### config.mk
export PLATFORM = sky130hd
export DESIGN_NAME = moon_lit_span_raster_top
export DESIGN_NICKNAME = d
export VERILOG_FILES = /design/src/design/mlsr_pkg.sv /design/src/design/mlsr_isqrt.sv /design/src/design/moon_lit_span_raster_top.sv
export VERILOG_INCLUDE_DIRS = /design/src /design/src/design
export SDC_FILE = /design/constraint.sdc
export NUM_CORES = 1
export LEC_CHECK = 0
export BUFFER_PORTS_ARGS = -buffer_cell sky130_fd_sc_hd__buf_2
export CORE_MARGIN = 10
export CORE_UTILIZATION = 45
export CTS_BUF_LIST = sky130_fd_sc_hd__clkbuf_8 sky130_fd_sc_hd__clkbuf_16
export DETAILED_ROUTE_END_ITERATION = 12
export MAX_ROUTING_LAYER = met4
export SYNTH_ARGS = -nofsm -noshare
export SYNTH_HDL_FRONTEND = slang
export SYNTH_SLANG_ARGS = --single-unit
### constraint.sdc
create_clock -name clk_i -period 15 [get_ports clk_i]
set_input_delay 0.75 -clock clk_i [delete_from_list [all_inputs] [get_ports clk_i]]
set_output_delay 0.75 -clock clk_i [all_outputs]
set_load 0.05 [all_outputs]
### src/design/assert_macros.svh
// Assertion macros shared by the lit-span rasterizer RTL.
`ifndef ASSERT_MACROS_SVH
`define ASSERT_MACROS_SVH

// Same-cycle implication, checked at every rising clock edge outside reset.
`define ASSERT_IMPLIES(lbl, clk, rst_n, ante, cons, msg) \
  lbl: assert property (@(posedge clk) disable iff (!rst_n) (ante) |-> (cons)) \
    else $error(msg);

// Next-cycle implication, checked at every rising clock edge outside reset.
`define ASSERT_NEXT(lbl, clk, rst_n, ante, cons, msg) \
  lbl: assert property (@(posedge clk) disable iff (!rst_n) (ante) |=> (cons)) \
    else $error(msg);

`endif

### src/design/mlsr_pkg.sv
// Types and constants shared by the lit-span rasterizer modules.
package mlsr_pkg;

  localparam int unsigned CFG_IDX_W  = 3;
  localparam int unsigned CFG_DATA_W = 17;

  typedef enum logic [CFG_IDX_W-1:0] {
    CFG_CENTER_X = 3'd0,
    CFG_CENTER_Y = 3'd1,
    CFG_RADIUS   = 3'd2,
    CFG_ILLUM    = 3'd3,
    CFG_WAXING   = 3'd4
  } cfg_idx_e;

  localparam int unsigned IN_TDATA_W  = 8;
  localparam int unsigned OUT_TDATA_W = 40;

  localparam int unsigned RAD_W     = 18;
  localparam int unsigned ROOT_W    = 9;
  localparam int unsigned ISQ_STEPS = 9;
  localparam int unsigned ISQ_CNT_W = 4;

  typedef logic [RAD_W-1:0]  rad_t;
  typedef logic [ROOT_W-1:0] root_t;

  localparam int unsigned QUO_W = 17;
  localparam int unsigned KR_W  = 23;
  localparam int unsigned ACC_W = 31;

  localparam logic [16:0] ILLUM_ONE = 17'd65536;
  localparam logic [17:0] K_ONE     = 18'd65536;

endpackage

### src/design/mlsr_isqrt.sv
// Integer square root, one two-bit digit of the radicand per cycle.
module mlsr_isqrt (
  input  logic           clk_i,
  input  logic           rst_ni,
  input  logic           start_i,
  input  mlsr_pkg::rad_t radicand_i,
  output logic           busy_o,
  output mlsr_pkg::root_t root_o
);
  import mlsr_pkg::*;

  logic [ISQ_CNT_W-1:0] cnt_q;
  rad_t                 n_q;
  logic [ROOT_W:0]      rem_q;
  root_t                root_q;
  logic [ROOT_W+2:0]    rem_sh;
  logic [ROOT_W+2:0]    rem_next;
  logic [ROOT_W+1:0]    trial;
  logic                 take;

  always_comb begin
    rem_sh   = {rem_q, n_q[RAD_W-1 -: 2]};
    trial    = {root_q, 2'b01};
    take     = rem_sh >= {1'b0, trial};
    rem_next = take ? (rem_sh - {1'b0, trial}) : rem_sh;
  end

  assign busy_o = (cnt_q != '0);
  assign root_o = root_q;

  always_ff @(posedge clk_i or negedge rst_ni) begin
    if (!rst_ni) begin
      cnt_q <= '0;
    end else if (start_i) begin
      cnt_q <= ISQ_CNT_W'(ISQ_STEPS);
    end else if (busy_o) begin
      cnt_q <= cnt_q - 1'b1;
    end
  end

  always_ff @(posedge clk_i) begin
    if (start_i) begin
      n_q    <= radicand_i;
      rem_q  <= '0;
      root_q <= '0;
    end else if (busy_o) begin
      n_q    <= {n_q[RAD_W-3:0], 2'b00};
      rem_q  <= rem_next[ROOT_W:0];
      root_q <= {root_q[ROOT_W-2:0], take};
    end
  end

endmodule

### src/design/moon_lit_span_raster_top.sv
// Top level of the moon lit-span rasterizer: config registers, sequencer and datapath.
//
// The block takes one signed row offset per word on the s_axis channel and returns
// the lit horizontal span of that row of a moon disc on the m_axis channel.
// Center, radius, illumination and waxing are set through the write port (cfg_we_i,
// cfg_index_i, cfg_wdata_i), by the user while the block is idle; it is not enforced.
// A row outside the disc is dropped in the cycle it is accepted.
// Any other row runs through a bit-serial divider (the edge root and the
// k*r product run beside it), a 9-digit square root and a 9-bit serial multiply.
// A new row is accepted only after the previous row has left the sequencer;
// rows whose span is empty give no word.
// The result sits in an output register, so the next row is taken while it waits.
// When the receiver stalls, a finished row waits until the register is free.
// Reset clears the sequencer and the output valid and loads the register defaults.
module moon_lit_span_raster_top #(
  parameter int unsigned MAX_RADIUS = 127
) (
  input  logic                               clk_i,
  input  logic                               rst_ni,
  input  logic                               cfg_we_i,
  input  logic [mlsr_pkg::CFG_IDX_W-1:0]     cfg_index_i,
  input  logic [mlsr_pkg::CFG_DATA_W-1:0]    cfg_wdata_i,
  input  logic                               s_axis_tvalid_i,
  output logic                               s_axis_tready_o,
  // Fields from bit 0: row_offset[7:0].
  input  logic [mlsr_pkg::IN_TDATA_W-1:0]    s_axis_tdata_i,
  output logic                               m_axis_tvalid_o,
  input  logic                               m_axis_tready_i,
  // Fields from bit 0: span_left[12:0], span_row[25:13], span_width[33:26], zeros.
  output logic [mlsr_pkg::OUT_TDATA_W-1:0]   m_axis_tdata_o
);
  import mlsr_pkg::*;

  `include "assert_macros.svh"

  localparam int unsigned R_LIMIT = (MAX_RADIUS > 127) ? 127 : MAX_RADIUS;

  typedef enum logic [2:0] {
    S_IDLE,
    S_DIV,
    S_SQ0,
    S_SQRT,
    S_MUL,
    S_FIN
  } state_e;

  state_e            state_q;
  logic [4:0]        cnt_q;
  logic              out_valid_q;
  logic [OUT_TDATA_W-1:0] out_data_q;

  logic signed [11:0] center_x_q;
  logic signed [11:0] center_y_q;
  logic [6:0]         radius_q;
  logic [16:0]        illum_q;
  logic               waxing_q;

  logic signed [7:0] dy_q;
  logic [6:0]        r_q;
  logic [13:0]       rsq_q;
  logic [13:0]       drem_q;
  logic [QUO_W-1:0]  dbits_q;
  logic [QUO_W-1:0]  quo_q;
  logic [16:0]       kmag_q;
  logic              kneg_q;
  logic [6:0]        rsh_q;
  logic [KR_W-1:0]   kr_q;
  root_t             sqsh_q;
  logic [ACC_W-1:0]  acc_q;

  logic              in_acc;
  logic signed [7:0] dy_in;
  logic [7:0]        ady;
  logic [6:0]        r_eff;
  logic              out_of_disc;
  logic [13:0]       rsq_in;
  logic [15:0]       dsq_in;
  logic [13:0]       s_in;
  logic [16:0]       illum_sat;
  logic [17:0]       twice;
  logic              kneg_in;
  logic [17:0]       kmag_in;

  logic [14:0]       div_t;
  logic              div_take;
  logic [13:0]       div_diff;
  logic              div_last;

  logic              edge_busy;
  root_t             edge_root;
  logic              sq_start;
  logic              sq_busy;
  root_t             sq_root;

  logic signed [13:0] cx14;
  logic signed [13:0] term14;
  logic signed [13:0] edge14;
  logic signed [13:0] left14;
  logic signed [13:0] right14;
  logic signed [13:0] width14;
  logic signed [12:0] row13;
  logic               span_empty;
  logic               out_free;
  logic               out_load;

  assign s_axis_tready_o = (state_q == S_IDLE);
  assign in_acc          = s_axis_tvalid_i && s_axis_tready_o;
  assign m_axis_tvalid_o = out_valid_q;
  assign m_axis_tdata_o  = out_data_q;
  assign out_free        = !out_valid_q || m_axis_tready_i;
  assign out_load        = (state_q == S_FIN) && !span_empty && out_free;
  assign sq_start        = (state_q == S_SQ0);
  assign div_last        = (state_q == S_DIV) && (cnt_q == '0);

  always_comb begin
    dy_in       = signed'(s_axis_tdata_i[7:0]);
    ady         = dy_in[7] ? 8'(-dy_in) : 8'(dy_in);
    r_eff       = (radius_q > 7'(R_LIMIT)) ? 7'(R_LIMIT) : radius_q;
    out_of_disc = ady > {1'b0, r_eff};
    rsq_in      = {7'b0, r_eff} * {7'b0, r_eff};
    dsq_in      = {8'b0, ady} * {8'b0, ady};
    s_in        = rsq_in - dsq_in[13:0];
    illum_sat   = (illum_q > ILLUM_ONE) ? ILLUM_ONE : illum_q;
    twice       = {illum_sat, 1'b0};
    kneg_in     = twice > K_ONE;
    kmag_in     = kneg_in ? (twice - K_ONE) : (K_ONE - twice);
  end

  always_comb begin
    div_t    = {drem_q, dbits_q[QUO_W-1]};
    div_take = div_t >= {1'b0, rsq_q};
    div_diff = div_take ? 14'(div_t - {1'b0, rsq_q}) : div_t[13:0];
  end

  always_comb begin
    cx14   = {{2{center_x_q[11]}}, center_x_q};
    edge14 = {7'b0, edge_root[6:0]};
    if (r_q == '0) begin
      term14 = '0;
    end else if (kneg_q) begin
      term14 = -signed'({7'b0, acc_q[ACC_W-1 -: 7]});
    end else begin
      term14 = signed'({7'b0, acc_q[ACC_W-1 -: 7]});
    end
    if (waxing_q) begin
      left14  = cx14 + term14;
      right14 = cx14 + edge14;
    end else begin
      left14  = cx14 - edge14;
      right14 = cx14 + term14;
    end
    span_empty = left14 > right14;
    width14    = right14 - left14 + 14'sd1;
    row13      = {center_y_q[11], center_y_q} + {{5{dy_q[7]}}, dy_q};
  end

  always_ff @(posedge clk_i or negedge rst_ni) begin
    if (!rst_ni) begin
      center_x_q <= '0;
      center_y_q <= '0;
      radius_q   <= '0;
      illum_q    <= '0;
      waxing_q   <= 1'b1;
    end else if (cfg_we_i) begin
      case (cfg_index_i)
        CFG_CENTER_X: center_x_q <= signed'(cfg_wdata_i[11:0]);
        CFG_CENTER_Y: center_y_q <= signed'(cfg_wdata_i[11:0]);
        CFG_RADIUS:   radius_q   <= cfg_wdata_i[6:0];
        CFG_ILLUM:    illum_q    <= cfg_wdata_i[16:0];
        CFG_WAXING:   waxing_q   <= cfg_wdata_i[0];
        default: ;
      endcase
    end
  end

  always_ff @(posedge clk_i or negedge rst_ni) begin
    if (!rst_ni) begin
      state_q     <= S_IDLE;
      cnt_q       <= '0;
      out_valid_q <= 1'b0;
      out_data_q  <= '0;
    end else begin
      if (out_load) begin
        out_valid_q <= 1'b1;
        out_data_q  <= {6'b0, width14[7:0], row13, left14[12:0]};
      end else if (m_axis_tready_i) begin
        out_valid_q <= 1'b0;
      end
      case (state_q)
        S_IDLE: begin
          if (in_acc && !out_of_disc) begin
            state_q <= S_DIV;
            cnt_q   <= 5'(QUO_W - 1);
          end
        end
        S_DIV: begin
          if (cnt_q == '0) begin
            state_q <= S_SQ0;
          end else begin
            cnt_q <= cnt_q - 1'b1;
          end
        end
        S_SQ0: begin
          state_q <= S_SQRT;
        end
        S_SQRT: begin
          if (!sq_busy) begin
            state_q <= S_MUL;
            cnt_q   <= 5'(ROOT_W - 1);
          end
        end
        S_MUL: begin
          if (cnt_q == '0) begin
            state_q <= S_FIN;
          end else begin
            cnt_q <= cnt_q - 1'b1;
          end
        end
        S_FIN: begin
          if (span_empty) begin
            state_q <= S_IDLE;
          end else if (out_free) begin
            state_q <= S_IDLE;
          end
        end
        default: state_q <= S_IDLE;
      endcase
    end
  end

  always_ff @(posedge clk_i) begin
    if (in_acc) begin
      dy_q    <= dy_in;
      r_q     <= r_eff;
      rsq_q   <= rsq_in;
      drem_q  <= {1'b0, s_in[13:1]};
      dbits_q <= {s_in[0], 16'b0};
      quo_q   <= '0;
      kmag_q  <= kmag_in[16:0];
      kneg_q  <= kneg_in;
      rsh_q   <= r_eff;
      kr_q    <= '0;
    end else if (state_q == S_DIV) begin
      drem_q  <= div_diff;
      dbits_q <= {dbits_q[QUO_W-2:0], 1'b0};
      quo_q   <= {quo_q[QUO_W-2:0], div_take};
      if (cnt_q >= 5'(QUO_W - 7)) begin
        kr_q  <= {kr_q[KR_W-2:0], 1'b0} + (rsh_q[6] ? {6'b0, kmag_q} : '0);
        rsh_q <= {rsh_q[5:0], 1'b0};
      end
    end
    if (state_q == S_SQRT && !sq_busy) begin
      sqsh_q <= sq_root;
      acc_q  <= '0;
    end else if (state_q == S_MUL) begin
      acc_q  <= {acc_q[ACC_W-2:0], 1'b0} + (sqsh_q[ROOT_W-1] ? {8'b0, kr_q} : '0);
      sqsh_q <= {sqsh_q[ROOT_W-2:0], 1'b0};
    end
  end

  mlsr_isqrt u_edge_isqrt (
    .clk_i      (clk_i),
    .rst_ni     (rst_ni),
    .start_i    (in_acc),
    .radicand_i ({4'b0, s_in}),
    .busy_o     (edge_busy),
    .root_o     (edge_root)
  );

  mlsr_isqrt u_sq_isqrt (
    .clk_i      (clk_i),
    .rst_ni     (rst_ni),
    .start_i    (sq_start),
    .radicand_i ({1'b0, quo_q}),
    .busy_o     (sq_busy),
    .root_o     (sq_root)
  );

  `ASSERT_IMPLIES(a_edge_done, clk_i, rst_ni, div_last, !edge_busy, "edge root late")
  `ASSERT_IMPLIES(a_sq_in_sqrt, clk_i, rst_ni, sq_busy, state_q == S_SQRT, "stray root busy")
  `ASSERT_NEXT(a_oob_drop, clk_i, rst_ni, in_acc && out_of_disc, state_q == S_IDLE, "row kept")

endmodule
# After elaboration in Yosys (flattened, before gate mapping)
# Cells that the tools add are included.
# W data, S select, Z words.
[totals] in_bits=33 n_memories=0 register_bits=323 romBits=0 latch_bits=0 ram_bits=0
[op_classes] mul=2 add_sub_neg=19 div=0 shift=0 bitwise=0 eq_ne=15 n_reduce_logical=33 n_lt_le_gt_ge=9 n_mux=43
[ops] cell="$mux W17" count=7
[ops] cell="$mux W14" count=7
[ops] cell="$add A31 B23 Y31" count=1
[ops] cell="$mux W7" count=4
[ops] cell="$sub A14 B14 Y14" count=2
[ops] cell="$add A12 B8 Y13" count=2
[ops] cell="$mux W13" count=2
[ops] cell="$ge A12 B11 Y1" count=2
[ops] cell="$add A23 B17 Y23" count=1
[ops] cell="$mux W23" count=1
[ops] cell="$mux W10" count=2
[ops] cell="$sub A10 B10 Y10" count=2
[ops] cell="$gt A18 B17 Y1 const B" count=1
[ops] cell="$mux W3" count=6
[ops] cell="$mux W9" count=2
[ops] cell="$pmux W3 S6" count=1
[ops] cell="$gt A17 B17 Y1 const B" count=1
[ops] cell="$sub A17 B17 Y17 const A" count=1
[ops] cell="$sub A17 B17 Y17 const B" count=1
[ops] cell="$mux W4" count=4
[ops] cell="$ge A15 B14 Y1" count=1
[ops] cell="$mux W5" count=3
[ops] cell="$pmux W5 S3" count=1
[ops] cell="$add A12 B14 Y14" count=1
[ops] cell="other kinds (34)" count=65

# Longest topological paths before layout
# Gate-level depths: netlist (run 1).
[depth] word_depth=10 depth_mapped=30 mapped_depth_nobuf=29

# Cells and area by module
# Synthesis (run 1) repeated with hierarchy kept, for this count alone.
[unflattened] hier_cells=2463 area_unflattened_um2=22699.3
[by_module_without_submodules] mod="moon_lit_span_raster_top" instances=1 seq_area_each_um2=5926.9 cells_each=2027 area_per_inst_um2=18282.5
[by_module_without_submodules] mod="mlsr_isqrt" instances=2 seq_area_each_um2=1021.0 cells_each=218 area_per_inst_um2=2208.4

# Least setup slack after synthesis (run 1)
# Ideal clock, no wire load.
[synth_timing] kind="flip-flop to flip-flop" start="reg radius_q[0]" end="reg drem_q[11], data pin" slack_ps=7559 arrival_time_ps=7171 period_less_slack_ps=7441 path_stages_with_launch=28 setup_time_ps=270 required_time_ps=14730 cell_sequence="dfrtp_1 > buf_2 > inv_1 > nor2_1 > inv_1 > fa_1 > fa_1 > inv_1 > fa_1 > fa_1 > ha_1 > a21boi_0 > nor2_1 > fa_1 > inv_1 > fa_1 > fa_1 > fa_1 > inv_1 > ha_1 > o21a_1 > o21ai_0 > a21oi_1 > o31ai_1 > a21oi_1 > or3_1 > a21oi_1 > a21oi_1"
[synth_via] elab_chain_cells=5
[synth_lines] element="from (decl)" line_no="moon_lit_span_raster_top.sv:54" source="logic [6:0] radius_q;"
[synth_lines] element="from (signal assigned)" line_no="moon_lit_span_raster_top.sv:168" source="CFG_RADIUS: radius_q <= cfg_wdata_i[6:0];"
[synth_lines] element="$gt A7 B7 Y1" line_no="moon_lit_span_raster_top.sv:118" source="r_eff = (radius_q > 7'(R_LIMIT)) ? 7'(R_LIMIT) : radius_q;"
[synth_lines] element="$mux W7 *" line_no="moon_lit_span_raster_top.sv:118"
[synth_lines] element="$mul A7 B7 Y14 *" line_no="moon_lit_span_raster_top.sv:120" source="rsq_in = {7'b0, r_eff} * {7'b0, r_eff};"
[synth_lines] element="via rsq_in[6]" line_no="moon_lit_span_raster_top.sv:76" source="logic [13:0] rsq_in;"
[synth_lines] element="$sub A14 B14 Y14 *" line_no="moon_lit_span_raster_top.sv:122" source="s_in = rsq_in - dsq_in[13:0];"
[synth_lines] element="$mux W13 *" line_no="moon_lit_span_raster_top.sv:232" source="if (in_acc) begin"
[synth_lines] element="to (signal assigned)" line_no="moon_lit_span_raster_top.sv:236" source="drem_q <= {1'b0, s_in[13:1]};"
[synth_lines] element="to (signal assigned)" line_no="moon_lit_span_raster_top.sv:244" source="drem_q <= div_diff;"
[synth_lines] element="to (decl)" line_no="moon_lit_span_raster_top.sv:61" source="logic [13:0] drem_q;"
# The timed path passes the listed nets; every way through them passes the cells marked *.
# A chain may end at the register's enable or synchronous reset.

# Worst setup path after layout (run 1)
# Ends and elaborated chain as after synthesis.

==> impl_results.md, run 1 <==
- Final period util: 54.2%
- Syn Area/Cell: around 9 um^2
- Critical Path Sink Type: flop
- Top cells by area, synth: edfxtp_1 (14%), ha_1 (12%), dfrtp_1 (11%)
- Largest net degree at the start of global routing: 68
- Synth Area in Adders: 17.3%
- Count leader, synth: nand2_1
- Max Cap Viol: 0
- Layout cell share with drive strength beyond 1: between 8 and 9%
- Synthesized instance count: 2,414
- Final Hold Fails: 0
- Antenna violations before repair: 1
- CP startpoint kind: flop
- Clk buf depth: 3
- Post-route setup TNS: 0 ps
- Chip height: 241 um
- XOR/XNOR share of the synthesized area: 6.67%
- Reg clk slew, reported paths: approximately 60 ps
- Num CTS Buffers: 39
- Seq cells post-synth: ~320
- F_max: between 100 and 150 MHz
- Residual DRC: 0
- Grt ovf: 0
- Minimum clock period: about 8000 ps
- Asr flop ratio synth: about a third
- Clk root buf: clkbuf_16
- Die Wd: 241 um
- Via density: about 5.4
- Worst EP arrival: 8410 ps
- Final Skew: 21.7 ps
- GPL Wtd Cong: 0.902
- Crit path max fanout: 10
- Vias: roughly 17,000
- DP Wirelength: roughly 37,000 um
- Post-synthesis simple-gate area fraction: 15.2%
- Number of DRC markers in iteration 0: 960
- Max Slew Vio Count: 0
- CTS tree: done
- Ant diodes: 0
- DRT Pass-1 Iters: 5
- Routed Antenna Nets: 0
- Cell taking the most area after synthesis: edfxtp_1
- Fin Hold WS: between 200 and 250 ps
- Worst setup path class: flop to flop
- Overall routing resource usage: 17.9%
- Mapped Area: between 20,000 and 25,000 um^2
- CTS Sinks: between 300 and 400
- Final instance area: 24,100 um^2
- Top post-synthesis cells by count: nand2_1 (302), ha_1 (210), inv_1 (204)
- EDFF count, synth: 105
- Share of the synthesized area in the top cell type: between 10 and 15%
- Largest family of logic cells by synthesized area: adder cells
- Actual slew at the worst max-slew pin: 1140 ps
- Cell Rows: 80
- Hold buffer count at CTS: 0
- Vias in the first global route: 16,500
- First-pass GRT wire length: 82,800 um
- CP Data Required Time: ~15,000 ps
- Post-CTS setup buffers: 0
- Warnings, synthesis: 0
- I/O Pins: 75
- WL per Instance: 16.1 um
- Final setup vio count: 0
- Netlist cell types: 86
- Total Routed Length: ~50,000 um
- RSZ-0062 raised after global routing: no
- Core region area: 47,900 um^2
- Outcome: finished clean
- Die area: 58,000 um^2
- Clk Latency, worst-skew pair: 570 ps
- Final net count: roughly 2,800
- Multiplexer area fraction after synthesis: between 3 and 4%
- Seq/Total Area, Yosys: 36.1%
- H-tree depth: 2
- Initial Util: between 40 and 50%
- Hold Path Class: primary input to asynchronous set/reset pin
- Synth Area in Compound Gates: between 10% and 20%
- Max_slew headroom: 23.6%
- Port Buffer Count: 68
- Resized Gates After CTS: 0
- Layout area overhead: 9.90%
- Main synth FF type: dfxtp_1
- Placed Area: between 20,000 and 25,000 um^2
## cell type report
type	count	area [um^2]
Clock inverter	27	223
Clock buffer	45	1080
Fill cell	4395	23800
Inverter	207	778
Multi-Input combinational cell	1800	12900
Sequential cell	318	7920
Tap cell	615	769
Timing Repair Buffer	83	455
## layer usage
metal	track usage, %	vias up	part of all wire (%)
met3	2.36	58	3.1
met4	4.50	0	1.8
li1	-	8339	-
met1	23.0	7953	48
met2	29.5	242	47
met5	-	-	0
## worst max-delay path: stages (launching register included)
cell      delay, ps
dfrtp_1         530
inv_1           190
nor2_1          260
inv_1           100
fa_1            510
fa_1            540
inv_1            50
fa_1            550
fa_1            420
ha_1            360
a21boi_0        280
nor2_1          130
fa_1            560
inv_1            50
fa_1            510
fa_1            440
fa_1            550
inv_1            40
ha_1            350
o21a_1          130
o21ai_0         140
a21oi_1          90
o31ai_1         320
a21oi_1         130
or3_1           330
a21oi_1         210
a21oi_1          60
## per-stage QoR
| stage | std cells | worst slack (ps) | utilization, % |
|---|---|---|---|
| floorplan | 2424 | 7560 | - |
| global placement | 3023 | 7140 | 47.6 |
| detailed placement | 3023 | 6970 | 47.6 |
| CTS | 3095 | 6930 | 50.3 |
| global route | 3095 | 6360 | 50.3 |
| finish | 3095 | 6870 | 50.3 |
## state kept, by name, indices dropped and copies added, names as in the netlist, 12 cells and up
signal and cells:
u_edge_isqrt.n_q 18, m_axis_tdata_o 34, kr_q 22, center_y_q 12, rsq_q 12, quo_q 17, center_x_q 12, drem_q 14
acc_q 30, illum_q 17, kmag_q 16, u_sq_isqrt.n_q 18
## cells by family (layout without fill, tap and decap cells)
| group | count (synthesis) | count (layout) |
|---|---|---|
| compound gates | 551 | 551 |
| flops | 318 | 318 |
| simple gates | 724 | 724 |
| other cells | 2 | 12 |
| fa+ha+maj | 268 | 268 |
| mux | 80 | 80 |
| xor+xnor | 165 | 165 |
| buf+inv | 306 | 362 |
## final timing paths
kind,start,endpoint,slack (ps),cells past startpoint
hold / removal,rst_ni,m_axis_tdata_o[1]$_DFFE_PN0P_,220,1
setup / recovery,radius_q[0]$_DFFE_PN0P_,drem_q[11]$_DFFE_PP_,6870,26
setup reg to reg,radius_q[0]$_DFFE_PN0P_,drem_q[11]$_DFFE_PP_,6870,26
hold reg to reg,quo_q[1]$_SDFFE_PP0P_,quo_q[2]$_SDFFE_PP0P_,450,2
max in group asynchronous,rst_ni,u_sq_isqrt.cnt_q[3]$_DFFE_PN0P_,13610,2
min in group clk_i,cfg_wdata_i[16],illum_q[16]$_DFFE_PN0P_,420,2
## layout by cell type, fill, tap and decap left out, types with 14 or more instances in the layout
master,instances
a21o_1,51
nand2b_1,33
nor2_1,145
o21ai_1,23
inv_1,215
or3_1,14
dfxtp_1,113
buf_4,16
nand2_1,301
o22ai_1,14
o21ai_0,151
xnor2_1,100
a21oi_1,165
mux2i_1,22
and2_1,44
a211oi_1,21
ha_1,210
nor2b_1,32
clkbuf_16,41
fa_1,58
mux2_2,50
buf_2,67
o21a_1,34
nor3_1,32
xor2_1,64
edfxtp_1,105
dfrtp_1,99
nand3_1,64
Power of run 1 is left out: the tool's default activity adds up to more than one toggle a clock period on the data nets, which glitch-free logic cannot reach.
==> run 2, diff against run 1 <==
==> constraint.sdc (replaced) <==
create_clock -name clk_i -period 6.8 [get_ports clk_i]
set_input_delay 0.34 -clock clk_i [delete_from_list [all_inputs] [get_ports clk_i]]
set_output_delay 0.34 -clock clk_i [all_outputs]
set_load 0.05 [all_outputs]
==> run 2 against run 1 <==
The run now ends with negative setup slack left. Clock-buffer cell count decreased by 3. Critical path depth did not move. Final cell count increased by 2.5%. Critical path type unchanged. Critical endpoint is now u_edge_isqrt.n_q[12]$_DFFE_PP_.
==> impl_results.md, run 2 (synthesis results as in run 1) <==
- Outcome: complete, but fails checks (was finished clean)
- Failing checks: negative setup slack
- Post-route setup TNS: -866 ps (was 0 ps)
- GPL Wtd Cong: 0.870 (was 0.902)
- Layout cell share with drive strength beyond 1: 13.0% (was 8.79%)
- Chip height: 241 um (unchanged)
- I/O Pins: 75 (unchanged)
- Hold Path End: illum_q[16]$_DFFE_PN0P_
- Worst EP arrival: 7300 ps (was 8410 ps)
- Number of DRC markers in iteration 0: 1,039 (was 960)
- Max_slew headroom: 22.4% (was 23.6%)
- Overall routing resource usage: 18.5% (was 17.9%)
- Most common cell after layout, fill and taps aside: nand2_1 (unchanged)
- Residual DRC: 0 (unchanged)
- Most frequent cells in the layout: nand2_1 (298), inv_1 (207), ha_1 (203), a21oi_1 (159), o21ai_0 (146) (was nand2_1 (301), inv_1 (215), ha_1 (210), a21oi_1 (165), o21ai_0 (151))
- Initial Util: 45.8% (unchanged)
- Worst setup path class: flop to flop (unchanged)
- Minimum clock period: 7000 ps (was 8130 ps)
- H-tree depth: 2 (unchanged)
- Vias: 16,900 (was 16,600)
- Layout area overhead: 13.9% (was 9.90%)
- Vias in the first global route: 17,400 (was 16,500)
- Reg clk slew, reported paths: 60 ps (about the same)
- Ant diodes: 0 (unchanged)
- Total Routed Length: 51,200 um (was 49,800 um)
- Largest net degree at the start of global routing: 61 (was 68)
- Final Skew: 21.6 ps (was 21.7 ps)
- CP bufs+invs: 5 (unchanged)
- Final instance area: 25,000 um^2 (was 24,100 um^2)
- Slowest cell on the critical path: fa_1 (unchanged)
- Final period util: 103% (was 54.2%)
- Clk Latency, worst-skew pair: 560 ps (was 570 ps)
- Grt ovf: 0 (unchanged)
- DP Wirelength: 38,000 um (was 37,200 um)
- Placed Area: 23,300 um^2 (was 22,800 um^2)
- Clk root buf: clkbuf_16 (unchanged)
- Num CTS Buffers: 38 (was 39)
- DRT Pass-1 Iters: 7 (was 5)
- Register Area: 7920 um^2 (unchanged)
- Crit path max fanout: 5 (was 10)
- Port Buffer Count: 68 (unchanged)
- Max Slew Vio Count: 0 (unchanged)
- CP startpoint kind: flop (unchanged)
- Core region area: 47,900 um^2 (unchanged)
- Clk buf depth: 3 (unchanged)
- WL per Instance: 16.1 um (about the same)
- First-pass GRT wire length: 86,100 um (was 82,800 um)
- Fin Hold WS: 24.8 ps (was 219 ps)
- Most frequent CP cell: fa_1 (unchanged)
- CP Data Required Time: 7100 ps (was 15,280 ps)
- Max Cap Viol: 0 (unchanged)
- Actual slew at the worst max-slew pin: 1160 ps (was 1140 ps)
- Area of the multi-input gates: 13,200 um^2 (was 12,900 um^2)
- Hold Path Class: primary input to flop (was primary input to asynchronous set/reset pin)
- Die Wd: 241 um (unchanged)
- Hold depth: 2
- Routed Antenna Nets: 0 (unchanged)
- Hold_sp: cfg_wdata_i[16]
- RSZ-0062 raised after global routing: yes (was no)
- Critical R2R Launch: radius_q[0]$_DFFE_PN0P_ (unchanged)
- Final net count: 2,830 (was 2,750)
- Cell Rows: 80 (unchanged)
- Antenna violations before repair: 2 (was 1)
- Reg2Reg Setup Slack: -200 ps (was 6870 ps)
- Die area: 58,000 um^2 (unchanged)
- CTS Sinks: 318 (unchanged)
- Fill count: 4,414 (was 4,395)
- Final setup vio count: 8 (was 0)
- CP delay by family, top: adder cells (unchanged)
- R2r worst-path depth: 26 (unchanged)
- Final Hold Fails: 0 (unchanged)
- Largest register FFs: 34 (unchanged)
- Crit path largest cell delay: 540 ps (was 560 ps)
- Worst setup margin: -204 ps (was 6870 ps)
- Via density: 5.34 (was 5.36)
- Critical Path Sink Type: flop (unchanged)
- F_max: 143 MHz (was 123 MHz)
- CTS tree: done (unchanged)
- Reg2reg end: u_edge_isqrt.n_q[12]$_DFFE_PP_ (was drem_q[11]$_DFFE_PP_)
-- run 2: layout make-up --
cell class / count / share of cell area (%)
well taps: 615 / 3.08
repair buffers: 164 / 4.53
multi-input cells: 1800 / 52.7
clock inverters: 27 / 0.746
flip-flops and latches: 318 / 31.7
clock buffers: 42 / 4.07
inverters: 207 / 3.13
-- run 2: worst max-delay path by stage --
| stage | start | to | slack [ps] | cells after the start |
|---|---|---|---|---|
| after floorplan | radius_q[1]$_DFFE_PN0P_ | drem_q[11]$_DFFE_PP_ | -40 | 27 |
| after global placement | radius_q[2]$_DFFE_PN0P_ | drem_q[12]$_DFFE_PP_ | -250 | 26 |
| after detailed placement | radius_q[2]$_DFFE_PN0P_ | drem_q[11]$_DFFE_PP_ | -270 | 26 |
| after CTS | radius_q[0]$_DFFE_PN0P_ | drem_q[12]$_DFFE_PP_ | -230 | 26 |
| after global routing | radius_q[0]$_DFFE_PN0P_ | drem_q[11]$_DFFE_PP_ | -490 | 26 |
| final | radius_q[0]$_DFFE_PN0P_ | u_edge_isqrt.n_q[12]$_DFFE_PP_ | -200 | 26 |
-- run 2: worst register-to-register path, delay by kind of cell, from the launching register on --
kind,cells,cell delay [ps]
flip-flops,1,390
AO/OA/AOI/OAI,7,1090
buffers and inverters,5,220
AND/OR/NAND/NOR,4,600
adder cells (fa/ha/maj),10,4420
-- run 2: per-layer routing --
| metal | global-route usage, % | part of all wire [%] | vias up |
|---|---|---|---|
| li1 | - | - | 8491 |
| met1 | 23.1 | 47 | 8123 |
| met2 | 30.9 | 48 | 263 |
| met3 | 2.40 | 3.4 | 70 |
| met4 | 5.47 | 2.1 | 0 |
| met5 | - | 0 | - |
-- run 2: stage by stage --
step / instances / setup WS, ps / utilization, %
global placement: 3071 / -251 / 48.5
floorplan: 2424 / -44.1 / -
CTS: 3178 / -234 / 51.9
global route: 3173 / -486 / 52.1
detailed placement: 3071 / -275 / 48.5
finish: 3173 / -204 / 52.1
-- run 2: what timing repair did --
action / 4_1_cts / 5_1_grt
hold endpoints to repair: 51 / 0
gates resized for setup: 27 / 29
setup buffers: 33 / 1
hold buffers: 6 / 0
pin swaps: 24 / 24
setup endpoints to repair: 8 / 13
Power of run 2 is left out for the same reason.
